[src/rtl/core/cconv_pkg.sv]
// Shared types and constants for the clamped 3x3 RGB convolution block.
`default_nettype none

package cconv_pkg;

    localparam int PIXEL_W     = 8;
    localparam int CHANNELS    = 3;
    localparam int RGB_W       = PIXEL_W * CHANNELS;
    localparam int TAPS        = 9;
    localparam int PROD_W      = 16;
    localparam int ROW_SUM_W   = 18;
    localparam int SUM_W       = 20;

    localparam int CFG_INDEX_W = 3;
    localparam int CFG_DATA_W  = 24;
    localparam int WIDTH_REG_W = 11;
    localparam int HEIGHT_REG_W = 13;
    localparam int ROW_W       = 12;

    localparam logic [WIDTH_REG_W-1:0]  WIDTH_RESET  = 11'd1024;
    localparam logic [HEIGHT_REG_W-1:0] HEIGHT_RESET = 13'd1024;
    localparam logic [HEIGHT_REG_W-1:0] HEIGHT_LIMIT = 13'd4096;

    typedef enum logic [CFG_INDEX_W-1:0] {
        CFG_IMAGE_WIDTH   = 3'd0,
        CFG_IMAGE_HEIGHT  = 3'd1,
        CFG_KERNEL_TOP    = 3'd2,
        CFG_KERNEL_MIDDLE = 3'd3,
        CFG_KERNEL_BOTTOM = 3'd4
    } t_cfg_index;

    typedef logic [RGB_W-1:0] t_pixel;

    // kernel row a, tap b at bits [8*b +: 8]
    typedef logic [2:0][CFG_DATA_W-1:0] t_kernel;

    typedef struct packed {
        t_pixel [TAPS-1:0] taps;
        logic              frame_end;
    } t_tap_item;

endpackage

`default_nettype wire

[src/rtl/core/cconv_mac.sv]
// Multiply and sum pipeline: 27 tap products, per-row sums, final channel sums.
`default_nettype none

module cconv_mac (
    input  wire logic                                  i_clk,
    input  wire logic                                  i_rst_n,
    input  wire logic                                  i_valid,
    input  wire cconv_pkg::t_tap_item                  i_item,
    input  wire cconv_pkg::t_kernel                    i_kernel,
    output logic                                       o_stall,
    output logic                                       o_out_valid,
    input  wire logic                                  i_out_stall,
    output logic signed [cconv_pkg::SUM_W-1:0]         o_red_sum,
    output logic signed [cconv_pkg::SUM_W-1:0]         o_green_sum,
    output logic signed [cconv_pkg::SUM_W-1:0]         o_blue_sum,
    output logic                                       o_frame_end
);

    localparam int PW = cconv_pkg::PROD_W;
    localparam int RW = cconv_pkg::ROW_SUM_W;
    localparam int SW = cconv_pkg::SUM_W;
    localparam int NC = cconv_pkg::CHANNELS;
    localparam int NT = cconv_pkg::TAPS;
    localparam int BW = cconv_pkg::PIXEL_W;

    logic signed [PW-1:0] n_prod [NT][NC];
    logic signed [PW-1:0] r_prod [NT][NC];
    logic                 r_p1_valid;
    logic                 r_p1_fe;

    logic signed [RW-1:0] n_row [3][NC];
    logic signed [RW-1:0] r_row [3][NC];
    logic                 r_p2_valid;
    logic                 r_p2_fe;

    logic signed [SW-1:0] n_sum [NC];
    logic signed [SW-1:0] r_sum [NC];
    logic                 r_out_valid;
    logic                 r_out_fe;

    logic out_ready;
    logic p2_ready;
    logic p1_ready;
    logic p1_load;

    assign out_ready = !r_out_valid || !i_out_stall;
    assign p2_ready  = !r_p2_valid || out_ready;
    assign p1_ready  = !r_p1_valid || p2_ready;
    assign p1_load   = i_valid && p1_ready;
    assign o_stall   = !p1_ready;

    always_comb begin
        logic signed [PW-1:0] px;
        logic signed [PW-1:0] cf;
        for (int a = 0; a < 3; a++) begin
            for (int b = 0; b < 3; b++) begin
                for (int ch = 0; ch < NC; ch++) begin
                    px = PW'($signed({1'b0, i_item.taps[a*3+b][BW*ch +: BW]}));
                    cf = PW'($signed(i_kernel[a][BW*b +: BW]));
                    n_prod[a*3+b][ch] = px * cf;
                end
            end
        end
    end

    always_comb begin
        for (int a = 0; a < 3; a++) begin
            for (int ch = 0; ch < NC; ch++) begin
                n_row[a][ch] = RW'(r_prod[a*3][ch]) + RW'(r_prod[a*3+1][ch])
                             + RW'(r_prod[a*3+2][ch]);
            end
        end
        for (int ch = 0; ch < NC; ch++) begin
            n_sum[ch] = SW'(r_row[0][ch]) + SW'(r_row[1][ch]) + SW'(r_row[2][ch]);
        end
    end

    always_ff @(posedge i_clk) begin
        if (!i_rst_n) begin
            r_p1_valid  <= 1'b0;
            r_p2_valid  <= 1'b0;
            r_out_valid <= 1'b0;
        end else begin
            if (p1_ready) begin
                r_p1_valid <= i_valid;
            end
            if (p2_ready) begin
                r_p2_valid <= r_p1_valid;
            end
            if (out_ready) begin
                r_out_valid <= r_p2_valid;
            end
        end
    end

    always_ff @(posedge i_clk) begin
        if (p1_load) begin
            r_prod  <= n_prod;
            r_p1_fe <= i_item.frame_end;
        end
        if (p2_ready && r_p1_valid) begin
            r_row   <= n_row;
            r_p2_fe <= r_p1_fe;
        end
        if (out_ready && r_p2_valid) begin
            r_sum    <= n_sum;
            r_out_fe <= r_p2_fe;
        end
    end

    assign o_out_valid = r_out_valid;
    assign o_red_sum   = r_sum[0];
    assign o_green_sum = r_sum[1];
    assign o_blue_sum  = r_sum[2];
    assign o_frame_end = r_out_fe;

endmodule

`default_nettype wire

[config.mk]
export PLATFORM = sky130hd
export DESIGN_NAME = cconv_mac
export DESIGN_NICKNAME = d
export VERILOG_FILES = /design/src/rtl/core/cconv_pkg.sv /design/src/rtl/core/cconv_mac.sv
export SDC_FILE = /design/constraint.sdc
export NUM_CORES = 2
export LEC_CHECK = 0
export BUFFER_PORTS_ARGS = -buffer_cell sky130_fd_sc_hd__buf_2
export CAP_MARGIN = 10
export CORE_ASPECT_RATIO = 1.75
export CORE_UTILIZATION = 60
export CTS_BUF_LIST = sky130_fd_sc_hd__clkbuf_2
export DETAILED_ROUTE_END_ITERATION = 8
export PLACE_DENSITY = 0.86
export SLEW_MARGIN = 10
export SYNTH_ARGS = -nofsm -noshare
export SYNTH_HDL_FRONTEND = slang
export SYNTH_SLANG_ARGS = --single-unit
[constraint.sdc]
create_clock -name i_clk -period 28.7 [get_ports i_clk]
set_input_delay 2.87 -clock i_clk [delete_from_list [all_inputs] [get_ports i_clk]]
set_output_delay 2.87 -clock i_clk [all_outputs]
set_load 0.02 [all_outputs]
Word-level counts from Yosys, hierarchy flattened
Index checks and enable logic that the tools add are counted.

storage, ports and cells
  flip-flop bits (word level) = 660
  output and inout bits = 63
  input bits = 293

operators by class
  multiply operators = 27
  reductions and logical operators = 11
  $add $sub $neg = 24

operator list
  kind                        count
  multiplier 9 x 8 -> 16 bit  27
  adder 17 x 16 -> 18 bit     9
  adder 16 x 16 -> 17 bit     9
  adder 19 x 18 -> 20 bit     3
  adder 18 x 18 -> 19 bit     3
  zero test 1 bit             5
  logical AND 1 bit           3
  logical OR 1 bit            3

Longest topological paths before layout
  word-level depth = 5
  mapped depth = 20

Worst setup path before layout
No wires, ideal clock.

  path type = in2reg
  start = in i_out_stall
  end = reg r_p1_fe, enable pin
  path buffers = 0
  stages on the path = 3
  arrival time = 22.161 ns
  setup slack = 5.259 ns
  cells stage by stage = and3_1 -> and2_1 -> nor2b_1

between the ends
  cells in the longest elaborated chain, start to end = 5

RTL lines
  element                 line             source
  start: declaration      cconv_mac.sv:12  input wire logic i_out_stall,
  zero test 1 bit         cconv_mac.sv:46  assign out_ready = !r_out_valid || !i_out_stall;
  logical OR 1 bit        cconv_mac.sv:46
  logical OR 1 bit        cconv_mac.sv:47  assign p2_ready = !r_p2_valid || out_ready;
  logical OR 1 bit        cconv_mac.sv:48  assign p1_ready = !r_p1_valid || p2_ready;
  logical AND 1 bit       cconv_mac.sv:49  assign p1_load = i_valid && p1_ready;
  via p1_load             cconv_mac.sv:44  logic p1_load;
  end signal: assignment  cconv_mac.sv:99  r_p1_fe <= i_item.frame_end;
  end: declaration        cconv_mac.sv:29  logic r_p1_fe;

The timed path passes the listed nets, and every way through them passes these cells.
A chain may end at the register's enable or synchronous reset.

==> results.md <==
* Crit-path most repeated cell: fa_1
* Starting DRC count in detailed routing at 4270
* DP Area at 94300 um2
* Std-Cell Rows at 188
* # Post-CTS Setup Buffers at 0
* Hold_sp: r_p2_fe$_DFFE_PP_
* Core box area at 150000 um2
* Post-synth ARST share at 0
* Worst-Margin Slew at 1.16 ns
* Internal at 5.59 mW
* Outcome: finished clean
* Crit-path max cell delay at 0.72 ns
* Clk_skew at 0.148 ns
* Endpoint type of the worst setup path: flip-flop
* Cts repair resizes at 0
* Sw Ratio at 0.513
* Die Span Y at 516 um
* DRT Pass-1 Iters at 6
* Final setup margin at 22.11 ns
* Maximum VDD drop at 0.137 mV
* Total CTS buffers at 163
* DP HPWL at 195 mm
* Drt total wl at 240 mm
* Reg power frac at 0.207
* Buf+Inv Stages, Crit Path at 5
* Critical path class: in -> reg
* Post-layout util at 0.641
* Clock latency on the worst-skew pair at 1.69 ns
* Leak at 46.4 nW
* CP Launch Type: input pin
* Starting density of the core at 0.604
* Power Density at 120 nW/um2
* Clock power share at 0.062
* Max-cap violations at 0
* GRT Total Usage at 0.323
* Die width at 296 um
* RSZ-0062 raised after global routing: false
* Post-synthesis register bit count at 660
* Clock-pin slew on the worst setup and hold paths at 0.10 ns
* Clock root cell: clkbuf_2
* First-pass GRT wire length at 376 mm
* Syn. warnings at 0
* P_sw at 5.89 mW
* Fmax at 0.152 GHz
* Io pins at 356
* Layout cells sized above 1 at 0.0743
* Hold buffer count at cts at 0
* Seq/Total Area, Yosys at 0.219
* Hold Crit Endpoint: o_frame_end$_DFFE_PP_
* P&R area growth vs syn at 6.00%
* Min-Delay Path Depth at 0
* Hold crit path type: reg -> reg
* Syn_nets at 11699
* Vias in the first global route at 71606
* Cell family with most CP delay: adder cells
* WP data required at 30.01 ns
* Max-Slew Margin vs Limit at 0.224
* Clk sinks at 660
* Cell area after layout at 96000 um2
* Largest net degree at the start of global routing at 145
* Cell count of the worst reg-to-reg path at 6
* Post-Syn Area per Cell at 10.2 um2
* Yosys cell types at 89
* CTS Buffer Depth at 3
* Die Area at 153000 um2
* Slowest cell on crit path: fa_1
* Final GP Congestion at 0.972
* Via Count at 65830
* Reg-to-reg slack, setup at 24.62 ns
* CP Max Fanout at 19
* Cells after synthesis at 8919
* Total gr overflow at 0
* Setup Viol. Count Final at 0
* Initial antenna violation count at 39
* Post-Syn Area at 90600 um2
* FF-to-FF End: r_prod[297]$_DFFE_PP_
* Post-synth EDFFs at 657
* Average wire per standard cell at 21.0 um
* Critical R2R Launch: o_out_valid$_SDFFE_PN0P_
* DRC viols at 0
* H-tree Lvls at 4
* PortBufs at 355
* Slew Viols, Final at 0
* DP Worst Slack at 20.61 ns
* Synth Flop Type: edfxtp_1
* Fin crit share at 0.229
* Worst Path Arrival at 7.90 ns
* Setup TNS at 0 ns
* Combinational Power Share at 0.730
* Min Tclk post-route at 6.59 ns
* Final Hold Violating Endpoints at 0
* Antenna violation net count after detailed routing at 0
* CTS tree: yes
* Worst-path cell chain: buf_2 -> clkinv_1 -> fa_1 -> fa_1 -> inv_1 -> fa_1 -> inv_1 -> fa_1 -> inv_1 -> ha_1 -> nand2_1 -> o21ai_0 -> o41a_1 -> o21a_1 -> o21ai_0 -> nor2b_1 -> xnor2_1
* Final nets at 12064
* Avg Vias per Cell at 5.76
-- routing by layer --
metal  wire length [um]  GRT usage  up-vias
li1                   -          -    29601
met1              79200      0.335    32586
met2             119000      0.557     2626
met3              17200     0.0633      967
met4              24100      0.278       50
met5                280          0        -
-- logic make-up (layout without fill, tap and decap cells) --
| family | Yosys count | after routing | synth area share |
|---|---|---|---|
| fa+ha+maj | 2487 | 2487 | 0.444 |
| compound gates | 905 | 905 | 0.0650 |
| other cells | 0 | 22 | 0 |
| buf+inv | 1794 | 2287 | 0.0744 |
| simple gates | 2608 | 2608 | 0.153 |
| xor+xnor | 441 | 441 | 0.0426 |
| mux | 24 | 24 | 0.00276 |
| flops | 660 | 660 | 0.219 |
-- synthesized netlist by cell type (81+ instances only) --
cell type     n  area share
xnor2_1     337       0.033
and2_1     1107       0.076
nand2_1     589       0.024
a21oi_1     278       0.015
nand2b_1    114      0.0079
ha_1       1278        0.18
o21ai_0     177      0.0098
xor2_1      104       0.010
inv_1      1629       0.068
clkbuf_1    154      0.0064
a21o_1       83      0.0069
edfxtp_1    657        0.22
nor2_1      378       0.016
fa_1       1209        0.27
nor2b_1      81      0.0056
nor3_1       82      0.0045
-- how the worst max path moves through the flow --
stage	startpoint	to	slack, ns	cells after the start
global route	i_kernel[23]	r_prod[317]$_DFFE_PP_	21.97	17
global placement	i_kernel[47]	r_prod[159]$_DFFE_PP_	20.80	17
finish	i_kernel[23]	r_prod[317]$_DFFE_PP_	22.11	17
CTS	i_out_stall	o_stall	22.14	4
detailed placement	i_kernel[23]	r_prod[317]$_DFFE_PP_	20.61	17
floorplan	i_out_stall	r_p1_fe$_DFFE_PP_	5.26	3
-- area by class of cell --
type                       instances  area (um2)
clock inverter                    70         502
timing repair buffer             363        1850
inverter                        1631        6120
antenna                           22        55.1
clock buffer                     223        1120
fill                           11572       53800
tap                             1995        2500
sequential                       660       19800
multi-input combinational       6465       64100
-- layout by cell type, fill, tap and decap left out, types with 19 or more instances in the layout --
cell / synthesis / final
and2_1: 1107 / 1107
clkbuf_2: 0 / 223
nor3_1: 82 / 82
nand3_1: 67 / 67
o21ai_1: 19 / 19
a21oi_1: 278 / 278
xor2_1: 104 / 104
diode_2: 0 / 22
nor4_1: 30 / 30
nand4_1: 33 / 33
o21bai_1: 30 / 30
fa_1: 1209 / 1209
buf_2: 0 / 355
a31oi_1: 37 / 37
and3_1: 36 / 36
edfxtp_1: 657 / 657
nor2_1: 378 / 378
a211oi_1: 34 / 34
o21ai_0: 177 / 177
nand2b_1: 114 / 114
inv_1: 1629 / 1629
xnor2_1: 337 / 337
a21boi_0: 27 / 26
ha_1: 1278 / 1278
nand2_1: 589 / 589
nor2b_1: 81 / 79
a21o_1: 83 / 83
clkinv_1: 2 / 41
o21a_1: 66 / 66
-- power by group through the flow --
stage          Combinational, mW  Clock, mW  Sequential (mW)
6_report                    8.39      0.715             2.38
3_5_place_dp                8.18          0             2.39
3_3_place_gp                7.93          0             2.38
5_1_grt                     9.19      0.771             2.40
2_1_floorplan               5.75          0             2.22
4_1_cts                     8.27      0.735             2.37
-- sequential cells by signal, indices dropped and copies added (netlist names) --
| signal | count |
|---|---|
| o_frame_end | 1 |
| r_p1_valid | 1 |
| o_green_sum | 20 |
| r_prod | 432 |
| r_p1_fe | 1 |
| r_p2_valid | 1 |
| r_p2_fe | 1 |
| o_red_sum | 20 |
| r_row | 162 |
| o_out_valid | 1 |
| o_blue_sum | 20 |
-- worst reg2reg max path, cell delays in order, from the launching register on --
cell	delay [ns]
dfxtp_1	0.36
and3_1	0.21
and2_1	0.22
nor2b_4	0.14
buf_12	0.49
buf_4	1.08
buf_4	1.06
-- stage by stage --
stage	power, mW	std cells	hold WS [ns]
floorplan	7.97	8919	0.400
global placement	10.3	11114	0.402
CTS	11.4	11407	0.440
finish	11.5	11429	0.435
global route	12.4	11417	0.452
detailed placement	10.6	11114	0.426
No activity file was read; power rests on OpenSTA's default activity.
